## src/mhpq_pkg.sv

```systemverilog
// shared types, codes and helpers for the min-heap priority queue
package mhpq_pkg;

	localparam int HEAP_DEPTH_DEF = 64;
	localparam int KEY_W = 32;
	localparam int IDX_W = 16;

	typedef enum logic {
		MODE_INSERT,
		MODE_POP
	} mode_t;

	typedef enum logic [1:0] {
		ST_OK,
		ST_FULL,
		ST_EMPTY
	} status_t;

	typedef struct packed {
		logic signed [KEY_W-1:0] key;
		logic [IDX_W-1:0] first_index;
		logic [IDX_W-1:0] second_index;
	} entry_t;

	typedef struct packed {
		mode_t mode;
		logic [IDX_W-1:0] first_index;
		logic [IDX_W-1:0] second_index;
		logic signed [KEY_W-1:0] key;
	} in_item_t;

	typedef struct packed {
		status_t status;
		logic [IDX_W-1:0] out_first_index;
		logic [IDX_W-1:0] out_second_index;
		logic signed [KEY_W-1:0] out_key;
	} out_item_t;

	typedef struct packed {
		logic valid;
		mode_t op;
		logic placed;
	} tok_ctl_t;

	function automatic logic key_less(input logic signed [KEY_W-1:0] a,
		input logic signed [KEY_W-1:0] b);
		return a < b;
	endfunction

endpackage

```

## src/mhpq_cell.sv

```systemverilog
// one heap level: its slots plus the compare and swap step for a passing token
module mhpq_cell #(
	parameter int LEVEL = 0,
	parameter int NW = 7,
	parameter int LVL_DEPTH = 1
) (
	input  logic               clk,
	input  logic               arst_n,
	input  mhpq_pkg::tok_ctl_t tok_in,
	input  logic [NW-1:0]      node_in,
	input  logic [NW-1:0]      lim_in,
	input  logic [NW-1:0]      path_in,
	input  mhpq_pkg::entry_t   ent_in,
	output mhpq_pkg::tok_ctl_t tok_out,
	output logic [NW-1:0]      node_out,
	output logic [NW-1:0]      lim_out,
	output logic [NW-1:0]      path_out,
	output mhpq_pkg::entry_t   ent_out,
	input  logic               bc_rd,
	input  logic [NW-1:0]      bc_node,
	input  logic               creq,
	input  logic [NW-1:0]      cnode,
	output logic               creq_out,
	output logic [NW-1:0]      cnode_out,
	input  mhpq_pkg::entry_t   cd0,
	input  mhpq_pkg::entry_t   cd1,
	output mhpq_pkg::entry_t   rd0,
	output mhpq_pkg::entry_t   rd1,
	output logic               active,
	output logic               done
);
	import mhpq_pkg::*;

	localparam int AW = (LVL_DEPTH > 1) ? $clog2(LVL_DEPTH) : 1;

	tok_ctl_t ctl_q;
	logic ph_q;
	logic [NW-1:0] node_q;
	logic [NW-1:0] lim_q;
	logic [NW-1:0] path_q;
	entry_t ent_q;

	logic phase0;
	logic phase1;
	logic [NW:0] lchild;
	logic lv;
	logic rv;
	logic swap;
	logic sel_l;
	logic sel_r;
	logic signed [KEY_W-1:0] best_key;
	logic we;
	entry_t wd;

	always_ff @(posedge clk or negedge arst_n) begin
		if (!arst_n) begin
			ctl_q <= '0;
			ph_q <= 1'b0;
		end else if (tok_in.valid) begin
			ctl_q <= tok_in;
			ph_q <= 1'b0;
		end else if (ctl_q.valid) begin
			if (!ph_q) begin
				ph_q <= 1'b1;
			end else begin
				ctl_q.valid <= 1'b0;
				ph_q <= 1'b0;
			end
		end
	end

	always_ff @(posedge clk) begin
		if (tok_in.valid) begin
			node_q <= node_in;
			lim_q <= lim_in;
			path_q <= path_in;
			ent_q <= ent_in;
		end
	end

	assign phase0 = ctl_q.valid && !ph_q;
	assign phase1 = ctl_q.valid && ph_q;
	assign active = ctl_q.valid;

	// pop reads both children from the next level
	assign creq_out = phase0 && (ctl_q.op == MODE_POP);
	assign cnode_out = node_q;

	assign lchild = {node_q, 1'b0};
	assign lv = lchild <= {1'b0, lim_q};
	assign rv = lchild < {1'b0, lim_q};

	always_comb begin
		we = 1'b0;
		wd = ent_q;
		done = 1'b0;
		swap = 1'b0;
		sel_l = 1'b0;
		sel_r = 1'b0;
		best_key = ent_q.key;
		tok_out = '0;
		node_out = node_q;
		lim_out = lim_q;
		path_out = path_q;
		ent_out = ent_q;
		if (phase1) begin
			case (ctl_q.op)
				MODE_INSERT: begin
					if (node_q == lim_q) begin
						we = 1'b1;
						done = 1'b1;
					end else begin
						// once placed, every slot below on the insert path shifts down one level
						swap = ctl_q.placed || key_less(ent_q.key, rd0.key);
						we = swap;
						tok_out.valid = 1'b1;
						tok_out.op = MODE_INSERT;
						tok_out.placed = ctl_q.placed || swap;
						ent_out = swap ? rd0 : ent_q;
						node_out = {node_q[NW-2:0], path_q[NW-1]};
						path_out = {path_q[NW-2:0], 1'b0};
					end
				end
				MODE_POP: begin
					we = 1'b1;
					sel_l = lv && key_less(cd0.key, ent_q.key);
					best_key = sel_l ? cd0.key : ent_q.key;
					sel_r = rv && key_less(cd1.key, best_key);
					if (sel_r) begin
						wd = cd1;
						tok_out.valid = 1'b1;
						tok_out.op = MODE_POP;
						node_out = lchild[NW-1:0] | NW'(1);
					end else if (sel_l) begin
						wd = cd0;
						tok_out.valid = 1'b1;
						tok_out.op = MODE_POP;
						node_out = lchild[NW-1:0];
					end else begin
						done = 1'b1;
					end
				end
				default: begin
					we = 1'b0;
				end
			endcase
		end
	end

	if (LVL_DEPTH == 1) begin : g_reg
		entry_t slot_q;

		always_ff @(posedge clk) begin
			if (we) begin
				slot_q <= wd;
			end
		end

		assign rd0 = slot_q;
		assign rd1 = slot_q;
	end else begin : g_mem
		entry_t mem [LVL_DEPTH];
		logic [NW-1:0] lnode;
		logic [AW-1:0] ra0;
		logic [AW-1:0] ra1;
		entry_t rd0_q;
		entry_t rd1_q;

		assign lnode = {cnode[NW-2:0], 1'b0};

		always_comb begin
			ra0 = node_q[AW-1:0];
			if (bc_rd) begin
				ra0 = bc_node[AW-1:0];
			end
			if (creq) begin
				ra0 = lnode[AW-1:0];
			end
			ra1 = ra0 | AW'(1);
		end

		always_ff @(posedge clk) begin
			if (we) begin
				mem[node_q[AW-1:0]] <= wd;
			end
			rd0_q <= mem[ra0];
			rd1_q <= mem[ra1];
		end

		assign rd0 = rd0_q;
		assign rd1 = rd1_q;
	end

endmodule

```

## config.mk

```make
export PLATFORM = sky130hd
export DESIGN_NAME = mhpq_cell
export DESIGN_NICKNAME = d
export VERILOG_FILES = /design/src/mhpq_pkg.sv /design/src/mhpq_cell.sv
export SDC_FILE = /design/constraint.sdc
export NUM_CORES = 1
export LEC_CHECK = 0
export ABC_AREA = 0
export ABC_CLOCK_PERIOD_IN_PS = 6500
export BUFFER_PORTS_ARGS = -buffer_cell sky130_fd_sc_hd__buf_2
export CAP_MARGIN = 20
export CORE_AREA = 2 2 177 179
export DETAILED_ROUTE_END_ITERATION = 8
export DIE_AREA = 0 0 179 181
export HOLD_SLACK_MARGIN = 0.05
export RECOVER_POWER = 25
export SLEW_MARGIN = 10
export SYNTH_ARGS = -nofsm -noshare
export SYNTH_HDL_FRONTEND = slang
export SYNTH_SLANG_ARGS = --single-unit
```

## constraint.sdc

```tcl
create_clock -name clk -period 6.5 [get_ports clk]
set_input_delay 1.3 -clock clk [delete_from_list [all_inputs] [get_ports clk]]
set_output_delay 1.3 -clock clk [all_outputs]
set_load 0.01 [all_outputs]
```

### Yosys cells after proc, flatten, opt, wreduce, memory -nomap -nowiden

Cells that the tools add are included.

| cells by class | value |
|---|---|
| $lt $le $gt $ge | 5 |
| eq/ne operators | 1 |
| muxes and demuxes | 36 |
| bitwise operators | 1 |
| reductions and logical operators | 9 |

Operators with widths:

| kind | number |
|---|---|
| 64-bit two-way mux | 8 |
| 32-bit < comparator | 3 |
| 7-bit two-way mux | 7 |
| 32-bit two-way mux | 1 |
| 7-bit one-hot mux with 2 select lines | 1 |
| 1-bit two-way mux | 12 |
| 8-bit by 7-bit <= comparator with 1-bit output | 1 |
| 8-bit by 7-bit < comparator with 1-bit output | 1 |
| 7-bit equality test | 1 |
| 3-bit two-way mux | 2 |
| 1-bit logical AND | 5 |
| 2-bit two-way mux | 2 |
| 1-bit one-hot mux with 2 select lines | 2 |
| 2-bit one-hot mux with 2 select lines | 1 |
| 1-bit logical OR | 2 |
| 2-bit nonzero test | 1 |
| 1-bit zero test | 1 |
| 1-bit inverter | 1 |

| storage, ports and cells | value |
|---|---|
| bits in registers | 153 |
| output and inout port bits | 226 |
| word-level logic and storage cells | 65 |

### Depth between registers and ports, before layout

| depth | value |
|---|---|
| word-level depth | 8 |
| depth in mapped cells | 23 |

### Least setup slack after synthesis

Ideal clock, no wire load.

| timing path | value |
|---|---|
| kind | in2out |
| from | in cd0[47] (netlist name) |
| to | out node_out[4] |
| arrival time | 5.705 ns |
| path slack | -0.505 ns |
| stages | 20 |
| cell sequence | ha_1 > a211o_1 > a2111oi_0 > a32oi_1 > mux2i_4 > clkbuf_1 > nor2_1 > a21oi_1 > ha_1 > a21oi_1 > nor2_1 > a311o_1 > o32ai_1 > nand4_1 > mux2_4 > a31oi_4 > o21ai_2 > and2_1 > buf_6 > mux2_1 |

| between the ends | value |
|---|---|
| word-level cells in the longest chain between the ends | 8 |
| elaborated cells between the ends (all ways) | 9 |
| those cells by class | 2 x order compare; 5 x mux; 2 x reduce/logical |

Ends and longest elaborated chain:

| what | RTL line | RTL |
|---|---|---|
| start: declaration | mhpq_cell.sv:25 | `input mhpq_pkg::entry_t cd0,` |
| 32-bit < comparator | mhpq_pkg.sv:47 | `return a < b;` |
| 1-bit logical AND | mhpq_cell.sv:126 | `sel_l = lv && key_less(cd0.key, ent_q.key);` |
| 32-bit two-way mux | mhpq_cell.sv:127 | `best_key = sel_l ? cd0.key : ent_q.key;` |
| 32-bit < comparator | mhpq_pkg.sv:47 |  |
| 1-bit logical AND | mhpq_cell.sv:128 | `sel_r = rv && key_less(cd1.key, best_key);` |
| 7-bit two-way mux (*) | mhpq_cell.sv:129 | `if (sel_r) begin` |
| 7-bit one-hot mux with 2 select lines (*) | mhpq_cell.sv:107 | `case (ctl_q.op)` |
| 7-bit two-way mux (*) | mhpq_cell.sv:106 | `if (phase1) begin` |
| end: declaration | mhpq_cell.sv:15 | `output logic [NW-1:0] node_out,` |

Every way passes the cells marked *; elsewhere a longest branch is shown, timed or not.

### Worst setup path after layout

| timing path | value |
|---|---|
| from | in cd0[49] (netlist name) |
| to | out node_out[4] |

The elaborated chain is that of the path after synthesis.

==> metrics <==
status finished, violations left; failing checks capacitance limit, slew limit, setup timing; final worst setup slack -0.803 ns; CP max stage delay 0.33 ns; initial antenna violation count 2; synth unique cells 53; Worst-path clk slew 0.06 ns; initial core utilization 34.3%; Flop pwr share 34.0%; layout cells sized above 1 43.5%; crit path DAT 6.00 ns; VDD IR-drop max 0.195 mV; clock skew 0.0158 ns; register bit count reported by yosys 153; CP most frequent cell buf_6; Hold Fails Final Rpt 0; CP Max Fanout 7; fraction of registers with async set/reset 2.61%; # nets final 1802; post-synthesis sequential area ratio 44.0%; # setup viols final 10; number of port buffers 443; Min Hold Slack 0.557 ns; Tightest Pin Transition 3.67 ns; yosys warns 0; post-synthesis cell count 1044; Synth Area per Inst 9.97 um^2; CP max-delay cell mux2i_4; Worst Path Buf+Inv 6; Switching Power 1.33 mW; Non-Filler Instances 1879; floorplan row count 64; netlist area before placement 0.0104 mm^2; I/O pin count 460; clk_lat worst skew 0.46 ns; global-route wire length before repair 53100 um; Slew Viols, Final 92; GP Congestion 0.875; vias 9564; Root Driver clkbuf_16; fmax 137 MHz; CTS Buffer Depth 2; DR top layer met5; Slew headroom -145%; Initial DRT Pass Iterations 5; total leakage power 6.66 nW; dpl cells 1821; Period minus WS final 7.30 ns; Pint 2.57 mW; WS Path Type input pin to output pin; htree depth 4; Post-synth top flop edfxtp_1; core area 0.0303 mm^2; Die Area 0.0324 mm^2; clock share of power 29.5%; Detail Placement HPWL 26600 um; die height 181 um; Routed Antenna Nets 0; RSZ-0062 raised after global routing yes; syn nets 1377; most common cell after layout, fill and taps aside buf_2; Final Cycle Share 112%; CP Launch Type input pin; final wirelength 36300 um; vias in the first global route 9221; gr usage total 21.8%; largest net degree at the start of global routing 129; worst min path class flip-flop to flip-flop; commonest non-fill, non-tap cells in the layout buf_2 (417), edfxtp_1 (149), nor2_1 (80); initial DRC count 593; max_cap viols 2; Top delay family on crit path compound AO/OA/AOI/OAI gates; routed wl met2 17500 um; Power Dens Cells 270 mW/mm^2; layout overhead on the synthesized area 39.1%; wire length per cell 19.3 um; crit end category output pin; number of flops mapped to enable cells by yosys 149; CTS buffer count 17; Sw Ratio 34.1%; CTS tree built; Die Width 179 um; WP data required 5.20 ns; # hold bufs at CTS 0; Met1 Wirelength 15500 um; CP Cell Sequence buf_2, ha_4, and4_1, and4bb_2, o21ai_2, a32oi_4, mux2i_4, buf_6, buf_6, buf_16, a21oi_2, ha_1, a21oi_2, o22ai_2, o31a_1, o32ai_2, buf_4, nand4_1, mux2_4, a31oi_4, o21ai_4, and2_4, mux2_4, buf_6; drt drc 0; final global-route overflow total 0; drt via density 5.09; met3 wire length 2450 um; combinational group share of total power 36.5%; clk sink count 153
==> worst register-to-register path: stages (launching register included) <==
cell and delay, ns:
edfxtp_1 0.40, inv_1 0.19, ha_4 0.24, a211o_1 0.34
a2111oi_4 0.37, a32oi_4 0.20, mux2i_4 0.24, buf_6 0.13
buf_6 0.12, buf_16 0.14, a21oi_2 0.15, ha_1 0.28
a21oi_2 0.16, o22ai_2 0.08, o31a_1 0.30, o32ai_2 0.25
buf_4 0.18, nand4_1 0.07, mux2_4 0.30, a31oi_4 0.22
buf_4 0.16, buf_6 0.11, buf_16 0.38, nor2_1 0.16
a21oi_1 0.21, buf_4 0.16, o21ai_1 0.05
==> flip-flops by register name, summed over array words and instances (netlist names) <==
signal and cells:
cnode_out 7, rd0 64, ph_q 1, path_q 7, ctl_q 2, active 1
ent_q 64, lim_out 7
==> stage by stage <==
step | instance area [um^2] | setup slack [ns] | power [mW] | util (%) | setup TNS (ns)
global placement | 13000 | -0.820 | 2.60 | 42.8 | -8.45
finish | 14500 | -0.803 | 3.90 | 47.7 | -7.40
global route | 14500 | -0.961 | 4.12 | 47.7 | -9.07
floorplan | 10500 | -0.192 | 2.13 | - | -1.27
detailed placement | 13000 | -0.803 | 2.62 | 42.8 | -8.37
CTS | 14300 | -0.786 | 3.90 | 47.1 | -7.15
==> what timing repair did <==
action,4_1_cts,5_1_grt
pin swaps,11,28
setup buffers,15,8
gates cloned,5,0
gates resized for setup,72,31
hold endpoints to repair,0,0
setup endpoints to repair,10,73
==> cells in the mapped netlist (all sizes together), types with 5 or more instances <==
library cell    n  area share, %
o21ai          83            4.0
a31oi          35            2.2
clkbuf         31            1.1
nor3           35            1.7
nand2          77            2.8
xnor2           5           0.42
nand3           7           0.34
nand4          17            1.0
ha             99             12
buf            81            5.5
mux2           47            5.2
a211oi          5           0.36
mux2i          34            3.4
edfxtp        149             43
inv            79            2.8
nor2           85            3.1
nor4            6           0.36
nand2b          5           0.30
nor2b           6           0.36
a21o           16            1.2
a21oi          94            4.5
==> power by group through the flow <==
stage / clock network (mW) / logic (mW) / registers (mW)
finish: 1.15 / 1.43 / 1.33
global route: 1.22 / 1.56 / 1.34
CTS: 1.18 / 1.39 / 1.33
detailed placement: 0 / 1.27 / 1.34
global placement: 0 / 1.26 / 1.34
floorplan: 0 / 0.771 / 1.36
==> cell families after synthesis <==
family          count (synthesis)  synth area share, %
compound gates                258                 14.3
simple gates                  253                 11.0
buf+inv                       191                 9.46
flops                         153                 44.0
fa+ha+maj                      99                 11.9
mux                            81                 8.62
xor+xnor                        9                0.758
==> final cells by class <==
class | instances | area [um^2]
multi-input cells | 700 | 5360
flip-flops and latches | 153 | 4570
well taps | 396 | 495
inverters | 79 | 299
fillers | 2892 | 15900
repair buffers | 518 | 3070
clock inverters | 12 | 211
clock buffers | 20 | 457
diodes | 1 | 2.50
==> final timing paths <==
path	from	to	slack, ns	depth (start not counted)
hold reg to reg	ent_q[27]	rd0[27]	0.56	2
min in group asynchronous	arst_n	active	0.68	1
hold / removal	ent_q[27]	rd0[27]	0.56	2
setup / recovery	cd0[49]	node_out[4]	-0.80	24
max in group asynchronous	arst_n	ctl_q[0]	5.61	1
setup reg to reg	ent_q[47]	rd0[14]	0.63	26
==> per-layer routing <==
metal | track usage (%) | vias to the layer above
met1 | 28.6 | 4514
met4 | 6.96 | 2
met3 | 4.71 | 52
met2 | 35.6 | 394
met5 | 0 | -
li1 | - | 4602
Note: power is estimated with default switching activity, not from simulation.
